$ cat src/sv/u16u32_pkg.sv
// Shared types, constants and helper functions for the UTF-16 to UTF-32 decoder.
// No dependencies; every other file in the project refers to this package.
package u16u32_pkg;

  // Field widths and the depth of the result queue.
  localparam int unsigned UNIT_W     = 16;
  localparam int unsigned CP_W       = 21;
  localparam int unsigned FIFO_DEPTH = 2;

  // Surrogate ranges and the supplementary plane base.
  localparam logic [UNIT_W-1:0] LEAD_LO   = 16'hD800;
  localparam logic [UNIT_W-1:0] LEAD_HI   = 16'hDBFF;
  localparam logic [UNIT_W-1:0] TRAIL_LO  = 16'hDC00;
  localparam logic [UNIT_W-1:0] TRAIL_HI  = 16'hDFFF;
  localparam logic [CP_W-1:0]   SUPP_BASE = 21'h010000;

  // A count of results, from zero to two.
  typedef logic [1:0] cnt_t;

  // One result beat.
  typedef struct packed {
    logic [CP_W-1:0] cp;
    logic            last;
  } result_t;

  // What one decoded unit pushes into the result queue.
  typedef struct packed {
    cnt_t    num;
    result_t r0;
    result_t r1;
  } push_t;

  function automatic logic is_lead(input logic [UNIT_W-1:0] unit);
    return (unit >= LEAD_LO) && (unit <= LEAD_HI);
  endfunction

  function automatic logic is_trail(input logic [UNIT_W-1:0] unit);
    return (unit >= TRAIL_LO) && (unit <= TRAIL_HI);
  endfunction

endpackage

$ cat src/sv/u16u32_in_reg.sv
// Input register stage of the UTF-16 to UTF-32 decoder.
// Holds one accepted code unit until the decode stage takes it; uses u16u32_pkg.
module u16u32_in_reg (
  input  logic                           clk,
  input  logic                           rst_n,
  input  logic                           in_valid,
  output logic                           in_stall,
  input  logic [u16u32_pkg::UNIT_W-1:0]  in_code_unit,
  input  logic                           in_last_unit,
  input  logic                           take,
  output logic                           s1_valid,
  output logic [u16u32_pkg::UNIT_W-1:0]  s1_unit,
  output logic                           s1_last
);

  logic                          valid_r, valid_nxt;
  logic [u16u32_pkg::UNIT_W-1:0] unit_r;
  logic                          last_r;
  logic                          accept;

  // The stage is free when empty or when its unit leaves this cycle.
  assign in_stall = valid_r && !take;
  assign accept   = in_valid && !in_stall;

  always_comb begin
    valid_nxt = valid_r;
    if (accept) begin
      valid_nxt = 1'b1;
    end else if (take) begin
      valid_nxt = 1'b0;
    end
  end

  always_ff @(posedge clk) begin
    if (!rst_n) begin
      valid_r <= 1'b0;
    end else begin
      valid_r <= valid_nxt;
    end
  end

  // Payload needs no reset.
  always_ff @(posedge clk) begin
    if (accept) begin
      unit_r <= in_code_unit;
      last_r <= in_last_unit;
    end
  end

  assign s1_valid = valid_r;
  assign s1_unit  = unit_r;
  assign s1_last  = last_r;

endmodule

$ cat src/sv/u16u32_decode.sv
// Decode stage: pairs surrogates and keeps the pending leading surrogate.
// Produces up to two results per unit for the result queue; uses u16u32_pkg.
module u16u32_decode (
  input  logic                           clk,
  input  logic                           rst_n,
  input  logic                           s1_valid,
  input  logic [u16u32_pkg::UNIT_W-1:0]  s1_unit,
  input  logic                           s1_last,
  input  u16u32_pkg::cnt_t               free,
  output logic                           take,
  output u16u32_pkg::push_t              push
);

  logic                          held_valid_r, held_valid_nxt;
  logic [u16u32_pkg::UNIT_W-1:0] held_lead_r, held_lead_nxt;
  u16u32_pkg::push_t             dec;

  // Work out the results of the unit in the input register.
  always_comb begin
    logic lead;
    logic trail;
    lead           = u16u32_pkg::is_lead(s1_unit);
    trail          = u16u32_pkg::is_trail(s1_unit);
    held_valid_nxt = held_valid_r;
    held_lead_nxt  = held_lead_r;
    dec.num        = 2'd0;
    dec.r0.cp      = {5'd0, s1_unit};
    dec.r0.last    = s1_last;
    dec.r1.cp      = {5'd0, s1_unit};
    dec.r1.last    = s1_last;
    if (held_valid_r) begin
      if (trail) begin
        // A complete pair becomes one supplementary code point.
        dec.num        = 2'd1;
        dec.r0.cp      = u16u32_pkg::SUPP_BASE + {1'b0, held_lead_r[9:0], s1_unit[9:0]};
        held_valid_nxt = 1'b0;
      end else begin
        // The held lead goes out alone, then the new unit is handled fresh.
        dec.r0.cp   = {5'd0, held_lead_r};
        dec.r0.last = 1'b0;
        if (lead && !s1_last) begin
          dec.num       = 2'd1;
          held_lead_nxt = s1_unit;
        end else begin
          dec.num        = 2'd2;
          held_valid_nxt = 1'b0;
        end
      end
    end else if (lead && !s1_last) begin
      held_valid_nxt = 1'b1;
      held_lead_nxt  = s1_unit;
    end else begin
      dec.num = 2'd1;
    end
  end

  // Take the unit only when the queue has room for all its results.
  assign take = s1_valid && (dec.num <= free);

  always_comb begin
    push     = dec;
    push.num = take ? dec.num : 2'd0;
  end

  always_ff @(posedge clk) begin
    if (!rst_n) begin
      held_valid_r <= 1'b0;
    end else if (take) begin
      held_valid_r <= held_valid_nxt;
    end
  end

  always_ff @(posedge clk) begin
    if (take) begin
      held_lead_r <= held_lead_nxt;
    end
  end

endmodule

$ cat src/sv/u16u32_out_fifo.sv
// Two-entry result queue that drives the output channel.
// Accepts zero, one or two results per cycle from the decode stage; uses u16u32_pkg.
module u16u32_out_fifo (
  input  logic                          clk,
  input  logic                          rst_n,
  input  u16u32_pkg::push_t             push,
  output u16u32_pkg::cnt_t              free,
  output logic                          out_valid,
  input  logic                          out_stall,
  output logic [u16u32_pkg::CP_W-1:0]   out_code_point,
  output logic                          out_last_point
);

  u16u32_pkg::result_t mem_r [u16u32_pkg::FIFO_DEPTH];
  logic                wr_ptr_r, wr_ptr_nxt;
  logic                rd_ptr_r, rd_ptr_nxt;
  u16u32_pkg::cnt_t    count_r, count_nxt;
  logic                pop;

  // A beat leaves whenever one is shown and not stalled.
  assign pop  = (count_r != 2'd0) && !out_stall;
  assign free = u16u32_pkg::cnt_t'(u16u32_pkg::FIFO_DEPTH) - count_r + {1'b0, pop};

  always_comb begin
    count_nxt  = count_r + push.num - {1'b0, pop};
    wr_ptr_nxt = wr_ptr_r ^ push.num[0];
    rd_ptr_nxt = rd_ptr_r ^ pop;
  end

  always_ff @(posedge clk) begin
    if (!rst_n) begin
      count_r  <= 2'd0;
      wr_ptr_r <= 1'b0;
      rd_ptr_r <= 1'b0;
    end else begin
      count_r  <= count_nxt;
      wr_ptr_r <= wr_ptr_nxt;
      rd_ptr_r <= rd_ptr_nxt;
    end
  end

  // Store the first result at the write pointer, the second after it.
  always_ff @(posedge clk) begin
    if (push.num != 2'd0) begin
      mem_r[wr_ptr_r] <= push.r0;
    end
    if (push.num == 2'd2) begin
      mem_r[~wr_ptr_r] <= push.r1;
    end
  end

  assign out_valid      = (count_r != 2'd0);
  assign out_code_point = mem_r[rd_ptr_r].cp;
  assign out_last_point = mem_r[rd_ptr_r].last;

endmodule

$ cat src/sv/utf16_to_utf32_decoder.sv
// UTF-16 to UTF-32 decoder, top level. Input register, decode stage, result queue.
// A unit waits in the input register; its results are registered in the result queue.
// Throughput: one unit per cycle while out_stall is low; a unit that yields two results
// can hold up later units, set by the single output port of the two-entry result queue.
// Reset (rst_n, synchronous, active low) empties all stages and drops any held lead.
// Depends on u16u32_pkg, u16u32_in_reg, u16u32_decode and u16u32_out_fifo.
module utf16_to_utf32_decoder (
  input  logic                          clk,
  input  logic                          rst_n,
  input  logic                          in_valid,
  output logic                          in_stall,
  input  logic [u16u32_pkg::UNIT_W-1:0] in_code_unit,
  input  logic                          in_last_unit,
  output logic                          out_valid,
  input  logic                          out_stall,
  output logic [u16u32_pkg::CP_W-1:0]   out_code_point,
  output logic                          out_last_point
);

  logic                          s1_valid;
  logic [u16u32_pkg::UNIT_W-1:0] s1_unit;
  logic                          s1_last;
  logic                          take;
  u16u32_pkg::cnt_t              free;
  u16u32_pkg::push_t             push;

  u16u32_in_reg u_in_reg (
    .clk          (clk),
    .rst_n        (rst_n),
    .in_valid     (in_valid),
    .in_stall     (in_stall),
    .in_code_unit (in_code_unit),
    .in_last_unit (in_last_unit),
    .take         (take),
    .s1_valid     (s1_valid),
    .s1_unit      (s1_unit),
    .s1_last      (s1_last)
  );

  u16u32_decode u_decode (
    .clk      (clk),
    .rst_n    (rst_n),
    .s1_valid (s1_valid),
    .s1_unit  (s1_unit),
    .s1_last  (s1_last),
    .free     (free),
    .take     (take),
    .push     (push)
  );

  u16u32_out_fifo u_out_fifo (
    .clk            (clk),
    .rst_n          (rst_n),
    .push           (push),
    .free           (free),
    .out_valid      (out_valid),
    .out_stall      (out_stall),
    .out_code_point (out_code_point),
    .out_last_point (out_last_point)
  );

endmodule

$ cat config.mk
export PLATFORM = sky130hd
export DESIGN_NAME = utf16_to_utf32_decoder
export DESIGN_NICKNAME = d
export VERILOG_FILES = /design/src/sv/u16u32_pkg.sv /design/src/sv/u16u32_in_reg.sv /design/src/sv/u16u32_decode.sv /design/src/sv/u16u32_out_fifo.sv /design/src/sv/utf16_to_utf32_decoder.sv
export SDC_FILE = /design/constraint.sdc
export NUM_CORES = 1
export LEC_CHECK = 0
export BUFFER_PORTS_ARGS = -buffer_cell sky130_fd_sc_hd__buf_4
export CAP_MARGIN = 20
export CORE_MARGIN = 2
export CORE_UTILIZATION = 42
export CTS_BUF_LIST = sky130_fd_sc_hd__clkbuf_8
export CTS_CLUSTER_SIZE = 10
export DETAILED_ROUTE_END_ITERATION = 16
export PLACE_DENSITY = 0.64
export SLEW_MARGIN = 20
export SYNTH_ARGS = -nofsm -noshare
export SYNTH_HDL_FRONTEND = slang
export SYNTH_SLANG_ARGS = --single-unit
$ cat constraint.sdc
create_clock -name clk -period 4.4 [get_ports clk]
set_clock_uncertainty 0.2 [all_clocks]
set_input_delay 0.22 -clock clk [delete_from_list [all_inputs] [get_ports clk]]
set_output_delay 0.22 -clock clk [all_outputs]
set_load 0.005 [all_outputs]
# Yosys cells after proc, flatten, opt, wreduce, memory -nomap -nowiden
# Memories as Yosys holds them, arrays and structs flattened. A register that Yosys moved wholly into a read port is not among the register bits.
# Index checks and enable logic that the tools add are counted.
[totals]
register_bits = 39
mem_bits_rw = 44
in_bits = 21
out_inout_bits = 24
elab_cells = 59
mem_count = 1
[mem_list]
columns = ["memory", "words", "width", "read_ports", "rd_clocked_by_memory_dff", "write_ports", "line", "rtl"]
rows = [
  ["u_out_fifo.mem_r", 2, 22, 1, 1, 2, "u16u32_out_fifo.sv:14", "u16u32_pkg::result_t mem_r [u16u32_pkg::FIFO_DEPTH];"],
]
[classes]
n_addsub = 5
magnitude_cmp = 5
eq_ne = 2
muxes = 20
n_bitwise = 3
n_reduce_logical = 15
[ops]
columns = ["cell", "count"]
rows = [
  ["2-to-1 mux 16 bit", 3],
  ["greater-or-equal comparator 16 bit, second input constant", 2],
  ["<= comparator 16 bit, second input constant", 2],
  ["2-to-1 mux 23 bit", 1],
  ["2-to-1 mux 22 bit", 1],
  ["adder 17 x 20 -> 21 bit, first input constant", 1],
  ["2-to-1 mux 1 bit", 12],
  ["logical AND 1 bit", 7],
  ["2-to-1 mux 2 bit", 3],
  ["nonzero test 2 bit", 3],
  ["zero test 1 bit", 4],
  ["adder 2 x 1 -> 2 bit", 1],
  ["adder 2 bit", 1],
  ["equality test 2 bit, second input constant", 1],
  ["<= comparator 2 bit", 1],
  ["!= test 2 bit, second input constant", 1],
  ["AND reduction 2 bit", 1],
  ["subtractor 2 x 1 -> 2 bit", 1],
  ["subtractor 2 bit, first input constant", 1],
  ["XOR 1 bit", 2],
  ["NOT 1 bit", 1],
]

# Longest topological paths before layout
[depth]
word_depth = 13
depth_mapped = 16
ltp_nobuf = 14

# Cells and area by module
# A second synthesis with hierarchy kept.
[unflattened]
cells_unflattened = 281
area_unflattened_um2 = 4244.1
[by_module_without_submodules]
columns = ["mod", "instances", "cells_each", "area_each_um2", "seq_area_each_um2"]
rows = [
  ["u16u32_out_fifo", 1, 146, 2487.4, 1421.4],
  ["u16u32_decode", 1, 114, 1198.6, 500.5],
  ["u16u32_in_reg", 1, 21, 558.0, 530.5],
]

# Least setup slack after synthesis
# No wires, ideal clock.
[synth_path]
path_kind = "register -> register"
startpoint = "reg u_in_reg.unit_r (netlist bit u_in_reg.s1_unit[13])"
endpoint = "mem u_out_fifo.mem_r[0][0] (netlist name) (enable)"
setup_ns = 0.402
t_arrival_ns = 3.114
required_time_ns = 3.798
setup_slack_ns = 0.684
path_stages_with_launch = 10
n_path_buf = 2
path_cell_list = "edfxtp_1 -> nand4b_1 -> o31ai_4 -> o21ai_0 -> ha_1 -> and3_1 -> a21oi_1 -> buf_2 -> clkbuf_1 -> a21oi_1"
[synth_rtl]
columns = ["element", "line", "rtl"]
rows = [
  ["start: declaration", "u16u32_in_reg.sv:17", "logic [u16u32_pkg::UNIT_W-1:0] unit_r;"],
  ["start signal: assignment", "u16u32_in_reg.sv:45", "unit_r <= in_code_unit;"],
  ["end: declaration", "u16u32_out_fifo.sv:14", ""],
]

# Final worst setup path
[layout_path]
startpoint = "reg u_in_reg.unit_r (netlist bit u_in_reg.s1_unit[15])"
endpoint = "reg u_out_fifo.count_r[1]"
[layout_between]
elab_chain_cells = 11
word_cells_on_any_way = 16
cone_classes = "add/sub (2); order compare (5); mux (5); reduce/logical (4)"
[layout_lines]
columns = ["element", "line", "rtl"]
rows = [
  ["greater-or-equal comparator 16 bit / <= comparator 16 bit (equally long branches)", "u16u32_pkg.sv:34", "return (unit >= LEAD_LO) && (unit <= LEAD_HI);"],
  ["logical AND 1 bit", "u16u32_pkg.sv:34", ""],
  ["logical AND 1 bit", "u16u32_decode.sv:41, u16u32_decode.sv:49", ""],
  ["2-to-1 mux 2 bit", "u16u32_decode.sv:41", "if (lead && !s1_last) begin"],
  ["2-to-1 mux 23 bit", "u16u32_decode.sv:32", "if (trail) begin"],
  ["2-to-1 mux 2 bit *", "u16u32_decode.sv:31", "if (held_valid_r) begin"],
  ["<= comparator 2 bit", "u16u32_decode.sv:58", "assign take = s1_valid && (dec.num <= free);"],
  ["logical AND 1 bit", "u16u32_decode.sv:58", ""],
  ["2-to-1 mux 2 bit *", "u16u32_decode.sv:62", "push.num = take ? dec.num : 2'd0;"],
  ["adder 2 bit *", "u16u32_out_fifo.sv:25", "count_nxt = count_r + push.num - {1'b0, pop};"],
  ["subtractor 2 x 1 -> 2 bit *", "u16u32_out_fifo.sv:25", ""],
  ["end signal: assignment", "u16u32_out_fifo.sv:36", "count_r <= count_nxt;"],
  ["end: declaration", "u16u32_out_fifo.sv:17", "u16u32_pkg::cnt_t count_r, count_nxt;"],
]
# Mark *: on every way between the ends. The rest lies on a longest branch, timed or not.
# A chain may end at the register's enable or synchronous reset.

==> impl_results.md <==
* H-tree depth at 3
* LEAKAGE at 1.73 nW
* Synth Warn # at 0
* Synth cell types at 53
* Asr flop ratio synth at 0%
* PwrDens at 455 nW/um2
* Hold-fix buffers, CTS at 20
* CP arrival at 3.81 ns
* Vias at 2639
* Drt drc at 0
* Hold Crit Depth at 5
* Critical Path RT at 4.47 ns
* Crit Path Max Fanout at 20
* TritonCTS buffer count at 9
* Cell Area, Synth at 3910 um2
* Share of power burned in registers at 49.7%
* Max-slew violations at 0
* Critical path's slowest cell: edfxtp_1
* Clk_lat worst skew at 0.35 ns
* Pwr Total at 2.13 mW
* Final Core Density at 51.2%
* WL per Instance at 17.0 um
* Crit start category: flop
* Tot GR Track Use at 17.2%
* FF-to-FF path depth at 13
* Crit. path cell count at 13
* Top delay family on crit path: simple AND/OR/NAND/NOR gates
* I/O pin cnt at 45
* Setup tns final at 0 ns
* Syn_area_per_cell at 13.1 um2
* Core Footprint at 9150 um2
* Buf/Inv on CP at 2
* Root buf cell: clkbuf_8
* Longest Clk Path Bufs at 2
* Slew margin rel. at 33.7%
* Via-to-Cell Ratio at 5.57
* Combinational Power Share at 26.6%
* Status: complete, no violations
* Fill cells at 793
* Synth Net Count at 325
* Routed Antenna Nets at 0
* CTS tree: done
* Initial antenna violation count at 0
* Resized cells post-CTS at 0
* # nets final at 387
* Drt initial violations at 217
* Worst slew pin tran at 0.987 ns
* Vias in the first global route at 2557
* Hold WC Path Type: input pin to flop
* Main flop type after synthesis: edfxtp_1
* Post-Route WL at 8.07 mm
* Final hold violation count at 0
* # port buffers at 44
* Final period util at 84.9%
* Largest net degree at the start of global routing at 26
* # Post-CTS Setup Buffers at 0
* Final setup vio count at 0
* Switching portion of total power at 29.0%
* FP Rows at 35
* Clock power share at 23.7%
* Syn Inst Count at 298
* Die ar. at 10100 um2
* Seq cells post-synth at 84
* CP Cell Sequence: inv_2, or4_4, o21ai_0, ha_1, and3_1, a21oi_1, buf_4, nor2_1, ha_1, xnor2_1, xnor2_1, or3_1, a21oi_1
* RSZ-0062 raised after global routing: false
* Starting density of the core at 42.7%
* Largest stage delay, worst path at 0.66 ns
* Layout cells sized above 1 at 27.0%
* Fin crit period at 3.73 ns
* Total net switching power at 0.618 mW
* Chip Width at 100 um
* Peak VDD IR at 182 uV
* Worst-path clk slew at 0.07 ns
* First-pass GRT wire length at 13.2 mm
* Seq/Total Area, Yosys at 60.2%
* GPL Wtd Cong at 0.860
* Fmax at 0.268 GHz
* P_int at 1.51 mW
* Fin Hold WS at 0.201 ns
* Endpoint class of the critical path: flop
* Drt first pass iters at 5
* DPL Wire Length at 5.55 mm
* EDFF count, synth at 67
* Remaining global-route overflow at 0
* Die H at 100 um
* Setup CP Type: flop to flop
* Max Cap Viol at 0
* Synthesis-to-layout area growth at 19.9%
* Number of inserted diodes at 0
* # clock sinks at 84
power by group through the flow:
stage	combinational [mW]	sequential, mW	clock [mW]
floorplan	0.414	1.03	0
global placement	0.548	1.07	0
detailed placement	0.556	1.08	0
CTS	0.574	1.06	0.521
global route	0.627	1.07	0.562
finish	0.566	1.06	0.505
synth_stat cells, types with 4 or more instances:
master	count	area, um2
nor2_1	15	56.3
o21ai_0	8	40.0
a22o_1	4	35.0
buf_2	4	20.0
a31oi_1	5	31.3
ha_1	6	75.1
xnor2_1	5	43.8
inv_1	19	71.3
edfxtp_1	67	2010
mux2_2	20	225
o32ai_1	10	87.6
nand3_1	8	40.0
a211oi_1	5	37.5
a21oi_1	9	45.0
a32o_1	17	170
dfxtp_1	17	340
o31ai_1	4	30.0
nand2_1	9	33.8
clkbuf_1	7	26.3
buf_6	4	45.0
sequential cells by signal, summed over array words and instances, names as in the netlist, named ones only:
signal	flops
u_decode.held_lead_r	16
u_out_fifo.wr_ptr_r	1
u_out_fifo.mem_r	44
u_decode.held_valid_r	1
u_in_reg.s1_last	1
u_in_reg.s1_valid	1
u_out_fifo.count_r	2
u_in_reg.s1_unit	16
u_out_fifo.rd_ptr_r	1
per-stage QoR:
step	instance area, um2	setup WS [ns]	instances
2_1_floorplan	3910	0.684	298
3_3_place_gp	4310	0.864	440
3_5_place_dp	4310	0.721	440
4_1_cts	4690	0.707	474
5_1_grt	4690	0.398	474
6_report	4690	0.666	474
path summary, 6_finish.rpt:
check,slack [ns],end,startpoint
max,0.67,u_out_fifo.count_r[1]$_SDFF_PN0_,u_in_reg.s1_unit[15]$_DFFE_PP_
max reg2reg,0.67,u_out_fifo.count_r[1]$_SDFF_PN0_,u_in_reg.s1_unit[15]$_DFFE_PP_
min,0.20,flop,out_stall
min reg2reg,0.27,u_out_fifo.mem_r[1][17]$_SDFFE_PP0P_,u_out_fifo.mem_r[1][17]$_SDFFE_PP0P_
cells in the final DEF, fill, tap and decap left out, types with 2 or more instances in the layout:
cell type	instances
edfxtp_1	67
buf_4	49
mux2_2	20
dlygate4sd3_1	20
inv_1	19
a32o_1	17
dfxtp_1	16
nor2_1	15
o32ai_1	10
a21oi_1	9
nand2_1	9
clkbuf_8	9
o21ai_0	8
nand3_1	8
ha_1	6
a31oi_1	5
xnor2_1	5
a211oi_1	5
a22o_1	4
o31ai_1	4
nor2b_1	3
inv_2	3
xor2_1	3
and3_1	3
a21o_1	3
a32o_2	3
nor3_1	3
and2_1	3
or4_1	3
nand2b_1	2
or2_2	2
or3_1	2
cell families (layout without fill, tap and decap cells):
kind of cell,after synthesis,count (layout),share of synthesized area (%)
adder cells (fa/ha/maj),6,6,1.92
flip-flops,84,84,60.2
AO/OA/AOI/OAI,75,75,15.4
multiplexers,21,21,6.02
AND/OR/NAND/NOR,64,64,9.76
buffers and inverters,40,105,4.93
XOR/XNOR,8,8,1.79
area by class of cell:
cell class / count / area [um2] / share of cell area [%]
clock buffers: 9 / 124 / 2.64
clock inverters: 5 / 55.1 / 1.17
inverters: 22 / 82.6 / 1.76
multi-input cells: 174 / 1370 / 29.1
flip-flops and latches: 84 / 2350 / 50.2
well taps: 111 / 139 / 2.96
repair buffers: 69 / 568 / 12.1
worst register-to-register path: stages (launching register included):
cell      delay, ns
edfxtp_1       0.66
inv_2          0.15
or4_4          0.57
o21ai_0        0.23
ha_1           0.28
and3_1         0.19
a21oi_1        0.12
buf_4          0.26
nor2_1         0.08
ha_1           0.20
xnor2_1        0.14
xnor2_1        0.14
or3_1          0.31
a21oi_1        0.15
layer usage:
layer	GRT usage, %	routed length, um	vias to the layer above
met5	0	0	-
met4	5.80	122	0
met3	3.19	330	13
met2	26.0	3700	82
met1	25.0	3910	1263
li1	-	-	1281
(Power assumes the default switching activity.)
